**config.mk**
```make
export PLATFORM = sky130hd
export DESIGN_NAME = modbus_rtu_frame_checker_top
export DESIGN_NICKNAME = d
export VERILOG_FILES = /design/src/rtl/core/mbrfc_pkg.sv /design/src/rtl/core/modbus_rtu_frame_checker_top.sv /design/src/rtl/core/mbrfc_frame.sv /design/src/rtl/core/mbrfc_skid.sv
export SDC_FILE = /design/constraint.sdc
export NUM_CORES = 1
export LEC_CHECK = 0
export BUFFER_PORTS_ARGS = -buffer_cell sky130_fd_sc_hd__buf_2
export CORE_AREA = 2 2 120 122
export CTS_CLUSTER_DIAMETER = 60
export DETAILED_ROUTE_END_ITERATION = 16
export DIE_AREA = 0 0 122 124
export PLACE_DENSITY = 0.86
export SLEW_MARGIN = 20
export SYNTH_ARGS = -nofsm -noshare
export SYNTH_HDL_FRONTEND = slang
export SYNTH_SLANG_ARGS = --single-unit
```
**constraint.sdc**
```tcl
create_clock -name i_clk -period 5.46 [get_ports i_clk]
set_clock_uncertainty 0.05 [all_clocks]
set_input_delay 0.273 -clock i_clk [delete_from_list [all_inputs] [get_ports i_clk]]
set_output_delay 0.273 -clock i_clk [all_outputs]
set_load 0.005 [all_outputs]
```
**src/rtl/core/mbrfc_pkg.sv**
```systemverilog
// Package for the Modbus RTU frame checker: beat types, status codes, CRC-16 step.
// No dependencies; used by every module under rtl/core.
package mbrfc_pkg;

    localparam int unsigned MAX_FRAME_BYTES = 256;
    localparam int unsigned HEADER_BYTES    = 6;
    localparam int unsigned CNT_W           = $clog2(MAX_FRAME_BYTES + 1);
    localparam int unsigned HDR_IDX_W       = $clog2(HEADER_BYTES);

    localparam logic [15:0] CRC_INIT    = 16'hFFFF;
    localparam logic [15:0] CRC_POLY    = 16'hA001;
    localparam logic [15:0] CRC_RESIDUE = 16'h0000;

    localparam logic [CNT_W-1:0] CNT_MAX = CNT_W'(MAX_FRAME_BYTES);
    localparam logic [CNT_W-1:0] CNT_HDR = CNT_W'(HEADER_BYTES);

    typedef enum logic {
        OP_BYTE = 1'b0,
        OP_EOF  = 1'b1
    } t_opcode;

    typedef enum logic [1:0] {
        ST_OK    = 2'd0,
        ST_SHORT = 2'd1,
        ST_CRC   = 2'd2,
        ST_SLAVE = 2'd3
    } t_status;

    typedef struct packed {
        t_opcode    opcode;
        logic [7:0] rx_byte;
    } t_in_beat;

    typedef struct packed {
        t_status          status;
        logic [7:0]       slave_id;
        logic [7:0]       function_code;
        logic [15:0]      start_address;
        logic [15:0]      word_count;
        logic [CNT_W-1:0] frame_length;
    } t_out_beat;

    function automatic logic [15:0] crc16_byte(input logic [15:0] crc, input logic [7:0] b);
        logic [15:0] c;
        c = crc ^ {8'h00, b};
        for (int k = 0; k < 8; k++) begin
            if (c[0]) begin
                c = (c >> 1) ^ CRC_POLY;
            end else begin
                c = c >> 1;
            end
        end
        return c;
    endfunction

endpackage

```
**src/rtl/core/modbus_rtu_frame_checker_top.sv**
```systemverilog
// A result beat is built combinationally when its end-of-frame beat is accepted, then registered in the output entries.
// One input beat per cycle while a result entry is free; byte and end-of-frame beats both wait on a stalled output.
// Input ready drops only when both result entries are full.
// Reset (synchronous, active low): CRC 0xFFFF, count and header zero, own address zero.
// Top level of the Modbus RTU frame checker; depends on mbrfc_pkg, mbrfc_frame, mbrfc_skid.
module modbus_rtu_frame_checker_top (
    input  logic                 i_clk,
    input  logic                 i_rst_n,
    input  logic                 i_cfg_valid,
    output logic                 o_cfg_ready,
    input  logic [7:0]           i_cfg_data,
    input  logic                 i_in_valid,
    output logic                 o_in_ready,
    input  mbrfc_pkg::t_in_beat  i_in_beat,
    output logic                 o_out_valid,
    input  logic                 i_out_ready,
    output mbrfc_pkg::t_out_beat o_out_beat
);

    logic                 w_beat_en;
    logic                 w_res_push;
    logic                 w_space;
    mbrfc_pkg::t_out_beat w_res;

    assign o_cfg_ready = 1'b1;
    assign o_in_ready  = w_space;
    assign w_beat_en   = i_in_valid && w_space;

    mbrfc_frame u_frame (
        .i_clk      (i_clk),
        .i_rst_n    (i_rst_n),
        .i_cfg_we   (i_cfg_valid && o_cfg_ready),
        .i_cfg_data (i_cfg_data),
        .i_beat_en  (w_beat_en),
        .i_beat     (i_in_beat),
        .o_res_push (w_res_push),
        .o_res      (w_res)
    );

    mbrfc_skid u_skid (
        .i_clk   (i_clk),
        .i_rst_n (i_rst_n),
        .i_push  (w_res_push),
        .i_data  (w_res),
        .o_space (w_space),
        .o_valid (o_out_valid),
        .i_ready (i_out_ready),
        .o_data  (o_out_beat)
    );

endmodule

```
**src/rtl/core/mbrfc_frame.sv**
```systemverilog
// Frame state of the Modbus RTU frame checker: running CRC, byte count, header bytes,
// own address register and end-of-frame result build. Depends on mbrfc_pkg.
module mbrfc_frame (
    input  logic                 i_clk,
    input  logic                 i_rst_n,
    input  logic                 i_cfg_we,
    input  logic [7:0]           i_cfg_data,
    input  logic                 i_beat_en,
    input  mbrfc_pkg::t_in_beat  i_beat,
    output logic                 o_res_push,
    output mbrfc_pkg::t_out_beat o_res
);

    logic [7:0]                  r_own_addr;
    logic [15:0]                 r_crc;
    logic [15:0]                 n_crc;
    logic [mbrfc_pkg::CNT_W-1:0] r_cnt;
    logic [mbrfc_pkg::CNT_W-1:0] n_cnt;
    logic [7:0]                  r_hdr [mbrfc_pkg::HEADER_BYTES];
    logic                        w_byte;
    logic                        w_eof;
    mbrfc_pkg::t_status          w_status;

    assign w_byte = i_beat_en && (i_beat.opcode == mbrfc_pkg::OP_BYTE);
    assign w_eof  = i_beat_en && (i_beat.opcode == mbrfc_pkg::OP_EOF);

    always_comb begin
        n_crc = mbrfc_pkg::crc16_byte(r_crc, i_beat.rx_byte);
        n_cnt = (r_cnt < mbrfc_pkg::CNT_MAX) ? r_cnt + 1'b1 : r_cnt;
    end

    always_ff @(posedge i_clk) begin
        if (!i_rst_n) begin
            r_own_addr <= 8'h00;
        end else if (i_cfg_we) begin
            r_own_addr <= i_cfg_data;
        end
    end

    always_ff @(posedge i_clk) begin
        if (!i_rst_n || w_eof) begin
            r_crc <= mbrfc_pkg::CRC_INIT;
            r_cnt <= '0;
            for (int i = 0; i < mbrfc_pkg::HEADER_BYTES; i++) begin
                r_hdr[i] <= 8'h00;
            end
        end else if (w_byte) begin
            r_crc <= n_crc;
            r_cnt <= n_cnt;
            if (r_cnt < mbrfc_pkg::CNT_HDR) begin
                r_hdr[r_cnt[mbrfc_pkg::HDR_IDX_W-1:0]] <= i_beat.rx_byte;
            end
        end
    end

    always_comb begin
        if (r_cnt < mbrfc_pkg::CNT_HDR) begin
            w_status = mbrfc_pkg::ST_SHORT;
        end else if (r_crc != mbrfc_pkg::CRC_RESIDUE) begin
            w_status = mbrfc_pkg::ST_CRC;
        end else if (r_hdr[0] != r_own_addr) begin
            w_status = mbrfc_pkg::ST_SLAVE;
        end else begin
            w_status = mbrfc_pkg::ST_OK;
        end
    end

    always_comb begin
        o_res_push          = w_eof;
        o_res.status        = w_status;
        o_res.slave_id      = r_hdr[0];
        o_res.function_code = r_hdr[1];
        o_res.start_address = {r_hdr[2], r_hdr[3]};
        o_res.word_count    = {r_hdr[4], r_hdr[5]};
        o_res.frame_length  = r_cnt;
    end

    a_cnt_bound: assert property (@(posedge i_clk) disable iff (!i_rst_n)
        r_cnt <= mbrfc_pkg::CNT_MAX)
        else $error("byte count past frame limit");

    a_eof_clear: assert property (@(posedge i_clk) disable iff (!i_rst_n)
        w_eof |=> (r_cnt == '0) && (r_crc == mbrfc_pkg::CRC_INIT) && (r_hdr[0] == 8'h00))
        else $error("frame state not cleared after end of frame");

    a_short_len: assert property (@(posedge i_clk) disable iff (!i_rst_n)
        w_eof && (w_status != mbrfc_pkg::ST_SHORT) |-> (r_cnt >= mbrfc_pkg::CNT_HDR))
        else $error("non-short status on short frame");

endmodule

```
**src/rtl/core/mbrfc_skid.sv**
```systemverilog
// Two-entry result register (main plus skid) for the Modbus RTU frame checker output.
// Depends on mbrfc_pkg.
module mbrfc_skid (
    input  logic                 i_clk,
    input  logic                 i_rst_n,
    input  logic                 i_push,
    input  mbrfc_pkg::t_out_beat i_data,
    output logic                 o_space,
    output logic                 o_valid,
    input  logic                 i_ready,
    output mbrfc_pkg::t_out_beat o_data
);

    logic                 r_main_vld;
    logic                 r_skid_vld;
    mbrfc_pkg::t_out_beat r_main;
    mbrfc_pkg::t_out_beat r_skid;
    logic                 w_pop;

    assign w_pop   = r_main_vld && i_ready;
    assign o_space = !r_skid_vld;
    assign o_valid = r_main_vld;
    assign o_data  = r_main;

    always_ff @(posedge i_clk) begin
        if (!i_rst_n) begin
            r_main_vld <= 1'b0;
            r_skid_vld <= 1'b0;
        end else if (r_skid_vld) begin
            if (w_pop) begin
                r_skid_vld <= 1'b0;
            end
        end else if (i_push) begin
            if (!r_main_vld || w_pop) begin
                r_main_vld <= 1'b1;
            end else begin
                r_skid_vld <= 1'b1;
            end
        end else if (w_pop) begin
            r_main_vld <= 1'b0;
        end
    end

    always_ff @(posedge i_clk) begin
        if (r_skid_vld) begin
            if (w_pop) begin
                r_main <= r_skid;
            end
        end else if (i_push) begin
            if (!r_main_vld || w_pop) begin
                r_main <= i_data;
            end else begin
                r_skid <= i_data;
            end
        end
    end

    a_skid_main: assert property (@(posedge i_clk) disable iff (!i_rst_n)
        r_skid_vld |-> r_main_vld)
        else $error("skid entry held without main entry");

    a_no_push_full: assert property (@(posedge i_clk) disable iff (!i_rst_n)
        r_skid_vld |-> !i_push)
        else $error("result pushed while both entries full");

    a_hold_stall: assert property (@(posedge i_clk) disable iff (!i_rst_n)
        r_main_vld && !i_ready |=> r_main_vld && $stable(r_main))
        else $error("stalled result changed");

endmodule

```
Yosys cells after proc, flatten, opt, wreduce, memory -nomap -nowiden
Memories as Yosys holds them, arrays and structs flattened.
Cells that the tools add are included.
Widths: inputs -> output; s select.

storage, ports and cells
  register bits after elaboration = 153
  RAM bits = 48
  input bits = 22
  output and inout port bits = 62
  logic and storage cells = 85
  memories = 1

operators by class
  add/sub/neg operators = 1
  order comparisons = 2
  equal/unequal tests = 3
  muxes and demuxes = 31
  bitwise logic cells = 12
  reductions and logical operators = 18

memory list
  memory         words  bits a word  read ports  clocked after memory_dff  write ports  line               text
  u_frame.r_hdr  6      8            6           0                         6            mbrfc_frame.sv:19  logic [7:0] r_hdr [mbrfc_pkg::HEADER_BYTES];

operator list
  kind                 count
  $mux 59              4
  $mux 16              8
  $not 2->3            8
  $reduce_bool 16->1   1
  $xor 16x8->16        1
  $mux 1               14
  $add 9x1->9 const B  1
  $lt 9x3->1 const B   1
  $lt 9x9->1 const B   1
  $reduce_and 3->1     3
  $mux 8               1
  $ne 8x8->1           1
  $reduce_or 8->1      1
  $mux 2               3
  $reduce_bool 2->1    3
  $logic_and 1x1->1    4
  $logic_not 1->1      3
  $mux 3               1
  $not 1->1            3
  $logic_or 1x1->1     2
  $ne 2x1->1 const B   1
  $ne 2x2->1 const B   1
  $reduce_and 2->1     1

Depth between registers and ports, before layout
Gate-level depths: netlist of run 1.

  word-level depth = 17
  gate-level depth with buffers = 7
  gate-level depth less buffers = 5

By module
Synthesis of run 1 repeated with hierarchy kept, for this count alone.

second synthesis, totals
  cells, all modules = 496
  area total of the unflattened synthesis = 8149.1 sq um

modules (own cells, without submodules)
  module                        instances  cells an instance  area an instance (sq um)  seq. area each (sq um)
  mbrfc_skid                    1          198                4614.4                    3583.4
  mbrfc_frame                   1          295                3517.1                    2102.0
  modbus_rtu_frame_checker_top  1          3                  17.5                      0.0

Least setup slack after synthesis of run 1
Ideal clock, no wire load.

  path kind = register -> register
  start point = reg u_skid.r_skid_vld
  end point = reg u_skid.r_main, in the netlist u_skid.o_data[0] (enable)
  library setup time = 0.495 ns
  arrival time = 3.844 ns
  data required time = 4.915 ns
  path slack = 1.070 ns
  cell stages (with the launch flop) = 5
  path buffers = 2
  period minus slack after synthesis = 4.390 ns
  cells stage by stage = dfxtp_1 > clkbuf_1 > buf_1 > nand2_1 > a21oi_1

on the way
  cells in the longest elaborated chain, start to end = 5
  elaborated cells on any way between the ends = 7
  those cells by class = eq/ne (1); reduce/logical (6)

RTL lines
  what                                 line                                text
  from (decl)                          mbrfc_skid.sv:15                    logic r_skid_vld;
  from (signal assigned)               mbrfc_skid.sv:28                    r_skid_vld <= 1'b0;
  from (signal assigned)               mbrfc_skid.sv:31                    r_skid_vld <= 1'b0;
  from (signal assigned)               mbrfc_skid.sv:37                    r_skid_vld <= 1'b1;
  $logic_not 1->1                      mbrfc_skid.sv:21                    assign o_space = !r_skid_vld;
  $logic_and 1x1->1                    modbus_rtu_frame_checker_top.sv:27  assign w_beat_en = i_in_valid && w_space;
  $logic_and 1x1->1                    mbrfc_frame.sv:25                   assign w_eof = i_beat_en && (i_beat.opcode == mbrfc_pkg::OP_EOF);
  $reduce_bool 2->1 (no source line)   -
  $reduce_and 3->1 (no source line) *  -
  to (signal assigned)                 mbrfc_skid.sv:47                    r_main <= r_skid;
  to (signal assigned)                 mbrfc_skid.sv:51                    r_main <= i_data;
  to (decl)                            mbrfc_skid.sv:16                    mbrfc_pkg::t_out_beat r_main;

Every way passes the cells marked *; elsewhere a longest branch is shown, timed or not.
A chain may end at the register's enable or synchronous reset.

==> summary.md, run 1 <==
| Metric | Value |
|---|---|
| Sequential area share after synthesis | roughly 73% |
| Hold_buf cts | 0 |
| Synth area leader | edfxtp_1 |
| Final setup vio count | 0 |
| CP Cell Sequence | nor4_1 > and4_1 > nand2_1 > o21ai_0 |
| Startpoint types | flip-flop |
| Sink Count | 201 |
| Post-synth top flop | edfxtp_1 |
| Crit path buffers/inverters | 0 |
| Synth cell count leaders | 166 x edfxtp_1, 58 x mux2_2, 35 x dfxtp_1, 33 x nand2_1, 30 x and2_1 |
| MaxCap Viol Count | 0 |
| Via density | approximately 5.5 |
| Max-slew headroom | 30.07% |
| Detailed-route via count | around 4300 |
| Worst Hold Class | primary input to flip-flop |
| Crit Path Category | flip-flop to flip-flop |
| EDFF count, synth | 166 |
| Unrepaired setup endpoints after global routing | no |
| Slowest-stage cell, CP | o21ai_0 |
| H-tree Lvls | 1 |
| Synth area leaders | edfxtp_1 64%, dfxtp_1 8.9%, mux2_2 8.3% |
| Worst Max-Slew Pin Slew | ~1.0 ns |
| Die Y | 124 µm |
| DRT Pass-1 Iters | 5 |
| Antenna cells | 0 |
| Routed WL | approximately 14 mm |
| Core ar. | between 10000 and 15000 µm² |
| Final cycle utilization of the critical path | between 50 and 60% |
| Ports | between 80 and 90 |
| Slew Limit Fails | 0 |
| Clk_lat worst skew | ~0.48 ns |
| Share of layout cells above drive strength 1 | just over 30% |
| YS warnings | 0 |
| Cell Pwr Density | 362.8 nW/µm² |
| Yosys cell types | just over 40 |
| Register area | about 5700 µm² |
| GPL Wtd Cong | roughly 0.86 |
| TNS Setup | 0 ns |
| Die width | 122 µm |
| Most common cell in the netlist | edfxtp_1 |
| Final Cell Area | ~9000 µm² |
| Drt initial violations | about 450 |
| Rows | between 40 and 50 |
| Initial core utilization | 57.13% |
| Area grow syn2layout | 15.31% |
| CTS Root Cell | clkbuf_16 |
| CP arrival | about 3.1 ns |
| Area of the multi-input gates | about 2100 µm² |
| Placed instance area | between 8000 and 9000 µm² |
| Worst path required time | approximately 5.5 ns |
| Async set-reset flop share out of synthesis | 0% |
| Initial antenna violation count | 0 |
| Nets | a little over 600 |
| Min Tclk post-route | about 3.0 ns |
| Crit-path leading delay family | simple AND/OR/NAND/NOR gates |
| Worst Setup End Kind | flip-flop |
| Num CTS Buffers | 20 |
| Leak pwr | 3.396 nW |
| Post-synthesis cell area | around 7800 µm² |
| Worst Path Max Fanout | 12 |
| Total die area | between 15000 and 20000 µm² |
| Post-cts resize count | 0 |
| Cells after Synth | roughly 500 |
| GRT overflow | 0 |
| Worst IR Drop VDD | ~0.19 mV |
| Vias in the first global route | about 4100 |
| Max frequency | 328.3 MHz |
| Syn avg cell area | ~16 µm² |
| DR WL/cell | approximately 18 µm |
| Status | completed |
| Area share of the largest cell type after synthesis | between 60 and 70% |
| Detailed placement HPWL | 9.234 mm |
| GRT Util Overall | 18.58% |
| IO buf count | 82 |
| Final hold viol count | 0 |
| Clock buffer depth | 3 |
| CTS tree | yes |
| Clock Pin Slew Worst Setup and Hold Paths | ~0.070 ns |
| Largest net degree at the start of global routing | 60 |
| First-pass GRT wire length | between 20 and 25 mm |
| Seq cells post-synth | ~200 |
| Post-route DRC | 0 |
| Worst path max stage delay | roughly 0.86 ns |
| Post-CTS Setup Bufs | 0 |
| Fill cells | between 900 and 1000 |
| Detail Route Antenna Nets | 0 |
| Syn Nets | about 520 |
[cell type report]
type | instances | share of cell area (%)
Clock inverter | 9 | 0.8168
Inverter | 3 | 0.1246
Clock buffer | 26 | 6.022
Timing Repair Buffer | 85 | 4.790
Sequential cell | 201 | 62.92
Multi-Input combinational cell | 272 | 22.83
Tap cell | 180 | 2.492
[tightest hold or removal path, stage by stage]
cell     delay, ns
buf_2         0.08
mux2i_1       0.05
nor2b_1       0.09
[worst paths after layout]
path / slack, ns / from / depth (start not counted) / end
hold / removal: 0.01 / i_cfg_data[6] / 3 / u_frame.r_own_addr[6]$_SDFFE_PN0P_
setup / recovery: 2.41 / u_frame.r_cnt[3]$_SDFFE_PP0P_ / 4 / u_frame.r_hdr[2][3]$_SDFFCE_PN0P_
setup reg to reg: 2.41 / u_frame.r_cnt[3]$_SDFFE_PP0P_ / 4 / u_frame.r_hdr[2][3]$_SDFFCE_PN0P_
hold reg to reg: 0.39 / u_frame.r_hdr[1][2]$_SDFFCE_PN0P_ / 0 / u_skid.r_skid[43]$_DFFE_PP_
[cell usage in the layout, fill, tap and decap left out, drive strengths merged, types with 2 or more instances in the layout]
cell type,instances
dfxtp,35
xor2,19
nor2b,10
inv,4
and2,35
xnor2,15
o21ai,8
mux2,58
and3,13
a21oi,5
a31oi,2
o21a,2
clkbuf,26
nor3b,3
nand2,33
nor2,14
nor4,7
edfxtp,166
nand2b,3
nand3,6
clkinv,6
mux2i,8
buf,85
o22ai,8
nor4b,4
nand4,7
[metrics by stage]
stage / setup slack [ns] / std cells / power, mW / utilization (%) / hold WS [ns]
2_1_floorplan: 1.070 / 499 / 1.955 / - / 0.3722
3_3_place_gp: 2.604 / 741 / 2.024 / 61.37 / 0.3845
3_5_place_dp: 2.422 / 741 / 2.034 / 61.37 / 0.3807
4_1_cts: 2.395 / 776 / 3.302 / 65.87 / 0.002015
5_1_grt: 2.160 / 776 / 3.385 / 65.87 / 0.02061
6_report: 2.414 / 776 / 3.279 / 65.87 / 0.01437
[kinds of logic (layout without fill, tap and decap cells)]
group | Yosys count | in the layout | synth area share [%]
adder cells (fa/ha/maj) | 1 | 1 | 0.1596
AO/OA/AOI/OAI | 30 | 30 | 2.347
AND/OR/NAND/NOR | 138 | 138 | 9.754
other | 1 | 1 | 0.04785
XOR/XNOR | 36 | 36 | 4.502
buffers and inverters | 26 | 123 | 1.293
multiplexers | 66 | 66 | 9.355
flip-flops | 201 | 201 | 72.54
[where the power goes]
part           switching [mW]  total (mW)  internal [mW]
logic                   0.123       0.234          0.111
clock network           0.523        1.28          0.752
registers              0.0377        1.77           1.73
total                   0.684        3.28           2.60
[flip-flops by register name (all words and copies together), names as in the netlist]
signal	cells
u_frame.r_own_addr	8
u_skid.o_data	59
u_frame.r_crc	16
u_skid.r_skid	59
u_skid.o_valid	1
u_frame.r_cnt	9
u_frame.r_hdr	48
u_skid.r_skid_vld	1
[per-layer routing]
layer  vias up  GRT usage [%]  part of all wire, %
met5         -              0                    0
met4         0          4.526                  1.4
met2       178          31.70                   49
met3        20          2.976                  6.8
met1      2068          25.27                   43
li1       2009              -                    -
(Power assumes the default switching activity.)
==> run 2: changes to the inputs <==
Settings changed: ABC_AREA set to 1, CORE_AREA 2 2 120 122 to 2 2 121 123, DIE_AREA 0 0 122 124 to 0 0 123 125.
Clock period 5.46 ns to 3.1 ns, I/O delays scaled along.
==> run 2 against run 1 <==
Against the previous run: count of clock-buffer cells in the layout shrank 3; first-iteration DRC count shrank 4.7%; sequential share of layout area decreased by 3.1 points; routed wire length up 12%; maximum frequency up 26%; final cell count increased by 31%; power grew 86%; largest power group unchanged.
==> summary.md, run 2 <==
| Metric | Value |
|---|---|
| DRT Pass-1 Iters | 5 |
| Die Y | 125 µm |
| Crit path from | u_skid.r_skid_vld$_SDFF_PN0_ |
| Syn Nets | about 740 |
| Synth cell count leaders | 241 x nand2_1, 166 x edfxtp_1, 74 x nor2_1, 48 x inv_1, 35 x dfxtp_1 |
| Synth area leader | edfxtp_1 |
| Unrepaired setup endpoints after global routing | no |
| Crit Path Category | flip-flop to flip-flop |
| Slew Limit Fails | 0 |
| IO buf count | around 80 |
| Initial antenna violation count | 0 |
| Rows | between 40 and 50 |
| Area of the multi-input gates | 2003 µm² |
| Worst Hold Class | primary input to flip-flop |
| Die width | 123 µm |
| Seq cells post-synth | 201 |
| Most common cell after layout, fill and taps aside | nand2_1 |
| Final setup vio count | 0 |
| TNS Setup | 0 ns |
| GPL Wtd Cong | roughly 0.88 |
| DR WL/cell | 15.56 µm |
| Post-route DRC | 0 |
| Reg power frac | between 50% and 60% |
| GRT Util Overall | approximately a fifth |
| Post-synth top flop | edfxtp_1 |
| Area grow syn2layout | 19.19% |
| Clk_lat worst skew | about 0.49 ns |
| Crit path to | u_frame.r_hdr[3][6]$_SDFFCE_PN0P_ |
| Most common cell on crit path | nand2_1 |
| Drt initial violations | between 400 and 500 |
| Worst Setup End Kind | flip-flop |
| Status | completed |
| Num CTS Buffers | 20 |
| Min Tclk post-route | ~2.4 ns |
| EDFF count, synth | around 170 |
| Share of layout cells above drive strength 1 | about 18% |
| H-tree Lvls | 1 |
| Clk pwr share | between 40% and 50% |
| Largest net degree at the start of global routing | 51 |
| Final cycle utilization of the critical path | between 70 and 80% |
| Detail Route Antenna Nets | 0 |
| CTS Root Cell | clkbuf_16 |
| Routed WL | between 15 and 20 mm |
| CP arrival | between 2 and 3 ns |
| MaxCap Viol Count | 0 |
| Via density | 5.290 |
| Max-slew headroom | between 50 and 60% |
| Sequential area share after synthesis | a little over 70% |
| Total die area | 15380 µm² |
| Ports | 84 |
| Syn avg cell area | ~11 µm² |
| Switching portion of total power | a little over a fifth |
| YS warnings | 0 |
| Detailed-route via count | about 5400 |
| Worst path max stage delay | approximately 0.44 ns |
| NetSw | ~1.3 mW |
| Leak pwr | ~3.9 nW |
| Flop-to-flop setup slack | between 0.6 and 0.7 ns |
| Fin cells | between 1000 and 1500 |
| Hold Startpoint | i_out_ready |
| Sink Count | around 200 |
| Clock buffer depth | 3 |
| Worst Max-Slew Pin Slew | 0.6652 ns |
| First-pass GRT wire length | around 25 mm |
| GRT overflow | 0 |
| Worst Path Max Fanout | 19 |
| CTS tree | yes |
| Max frequency | 412.8 MHz |
| Register area | between 5000 and 6000 µm² |
| Antenna cells | 0 |
| Yosys cell types | 38 |
| Commonest non-fill, non-tap cells in the layout | 241 x nand2_1, 166 x edfxtp_1, 82 x buf_2, 72 x nor2_1, 48 x inv_1 |
| Int Pwr | 4.831 mW |
| Worst R2R End | u_frame.r_hdr[3][6]$_SDFFCE_PN0P_ |
| FF-to-FF path depth | 9 |
| Worst IR Drop VDD | 0.4496 mV |
| CP Cell Sequence | clkinv_2 > nand3_1 > nand2_1 > inv_2 > nand2_1 > nand2_1 > inv_2 > nand3_4 > nand2_1 |
| Placed Cells | about 960 |
| Fill cells | ~1000 |
| RR Startpoint | u_skid.r_skid_vld$_SDFF_PN0_ |
| Area share of the largest cell type after synthesis | ~63% |
| Core ar. | between 10000 and 15000 µm² |
| Async set-reset flop share out of synthesis | 0% |
| Cells after Synth | ~710 |
| Total Power | about 6.1 mW |
| Post-synthesis cell area | about 8000 µm² |
| Cell Pwr Density | ~640 nW/µm² |
| Detailed placement HPWL | between 10 and 15 mm |
| Startpoint types | flip-flop |
| Initial core utilization | 56.14% |
| Slowest-stage cell, CP | nand2_1 |
| Clock Pin Slew Worst Setup and Hold Paths | ~0.060 ns |
| Most common cell in the netlist | nand2_1 |
| Comb pwr share | ~6.0% |
| Worst path required time | 3.20 ns |
| Vias in the first global route | around 5000 |
| Final hold viol count | 0 |
| Nets | 841 |
| Synth area leaders | edfxtp_1 63%, nand2_1 11%, dfxtp_1 8.8% |
-- run 2: changes by cell type in the layout (fill, tap and decap cells not counted), moves of 13 or more --
cell / change
dlygate4sd3_1: +16
xor2_1: -13
mux2_2: -58
o21ai_0: +27
nand2_1: +208
inv_1: +45
and2_1: -30
a21oi_1: +17
nor2_1: +58
-- run 2: logic make-up after synthesis --
group / share of synthesized area [%]
compound gates: 4.645
fa+ha+maj: 0.1569
buf+inv: 3.766
simple gates: 19.10
other cells: 0.04703
flops: 71.30
xor+xnor: 0.9886
-- run 2: layout make-up --
| class | instances | area share (%) |
|---|---|---|
| inverters | 57 | 2.291 |
| clock buffers | 23 | 5.608 |
| well taps | 184 | 2.422 |
| clock inverters | 13 | 2.106 |
| flip-flops and latches | 201 | 59.83 |
| multi-input cells | 435 | 21.08 |
| repair buffers | 103 | 6.661 |
-- run 2: power by group through the flow --
stage	registers, mW	clock network, mW	logic [mW]
6_report	3.10	2.64	0.368
5_1_grt	3.11	2.77	0.416
4_1_cts	3.10	2.65	0.366
3_5_place_dp	3.16	0	0.344
3_3_place_gp	3.15	0	0.333
2_1_floorplan	3.15	0	0.216
-- run 2: per-stage QoR --
stage	worst slack [ns]	cell area [µm²]	utilization, %	hold WS, ns
after floorplan	0.4270	7979	-	0.2399
after global placement	0.8027	8611	60.62	0.3285
after detailed placement	0.7677	8611	60.62	0.3358
after CTS	0.6952	9504	66.91	0.007486
after global routing	0.5485	9504	66.91	0.02548
final	0.6775	9504	66.91	0.02239
-- run 2: routing by layer --
layer	GRT usage [%]	vias to the layer above	part of all wire, %
li1	-	2598	-
met1	28.13	2509	41
met2	34.25	219	49
met3	3.011	49	6.5
met4	7.888	0	3.5
met5	0	-	0
-- run 2: timing repair --
action                                 in CTS  in global routing
gates resized for setup                     0                  0
buffers inserted                            0                  0
hold buffers                               16                  0
endpoints found under the hold margin       8                  0
-- run 2: critical path, delay by kind of cell, from the launching register on --
kind / cells / cell delay [ns]
DFF: 1 / 0.33
and+or+nand+nor: 6 / 1.22
buffers and inverters: 3 / 0.48
-- run 2: worst min path at each step --
stage                     slack (ns)                                 end  depth (start not counted)
after detailed placement        0.34  u_frame.r_own_addr[0]$_SDFFE_PN0P_                          3
after global routing            0.03       u_frame.r_crc[9]$_SDFFE_PP1N_                          4
after floorplan                 0.24  u_frame.r_own_addr[1]$_SDFFE_PN0P_                          2
final                           0.02        u_skid.r_skid_vld$_SDFF_PN0_                          4
after global placement          0.33  u_frame.r_own_addr[0]$_SDFFE_PN0P_                          3
after CTS                      0.007        u_skid.r_skid_vld$_SDFF_PN0_                          4
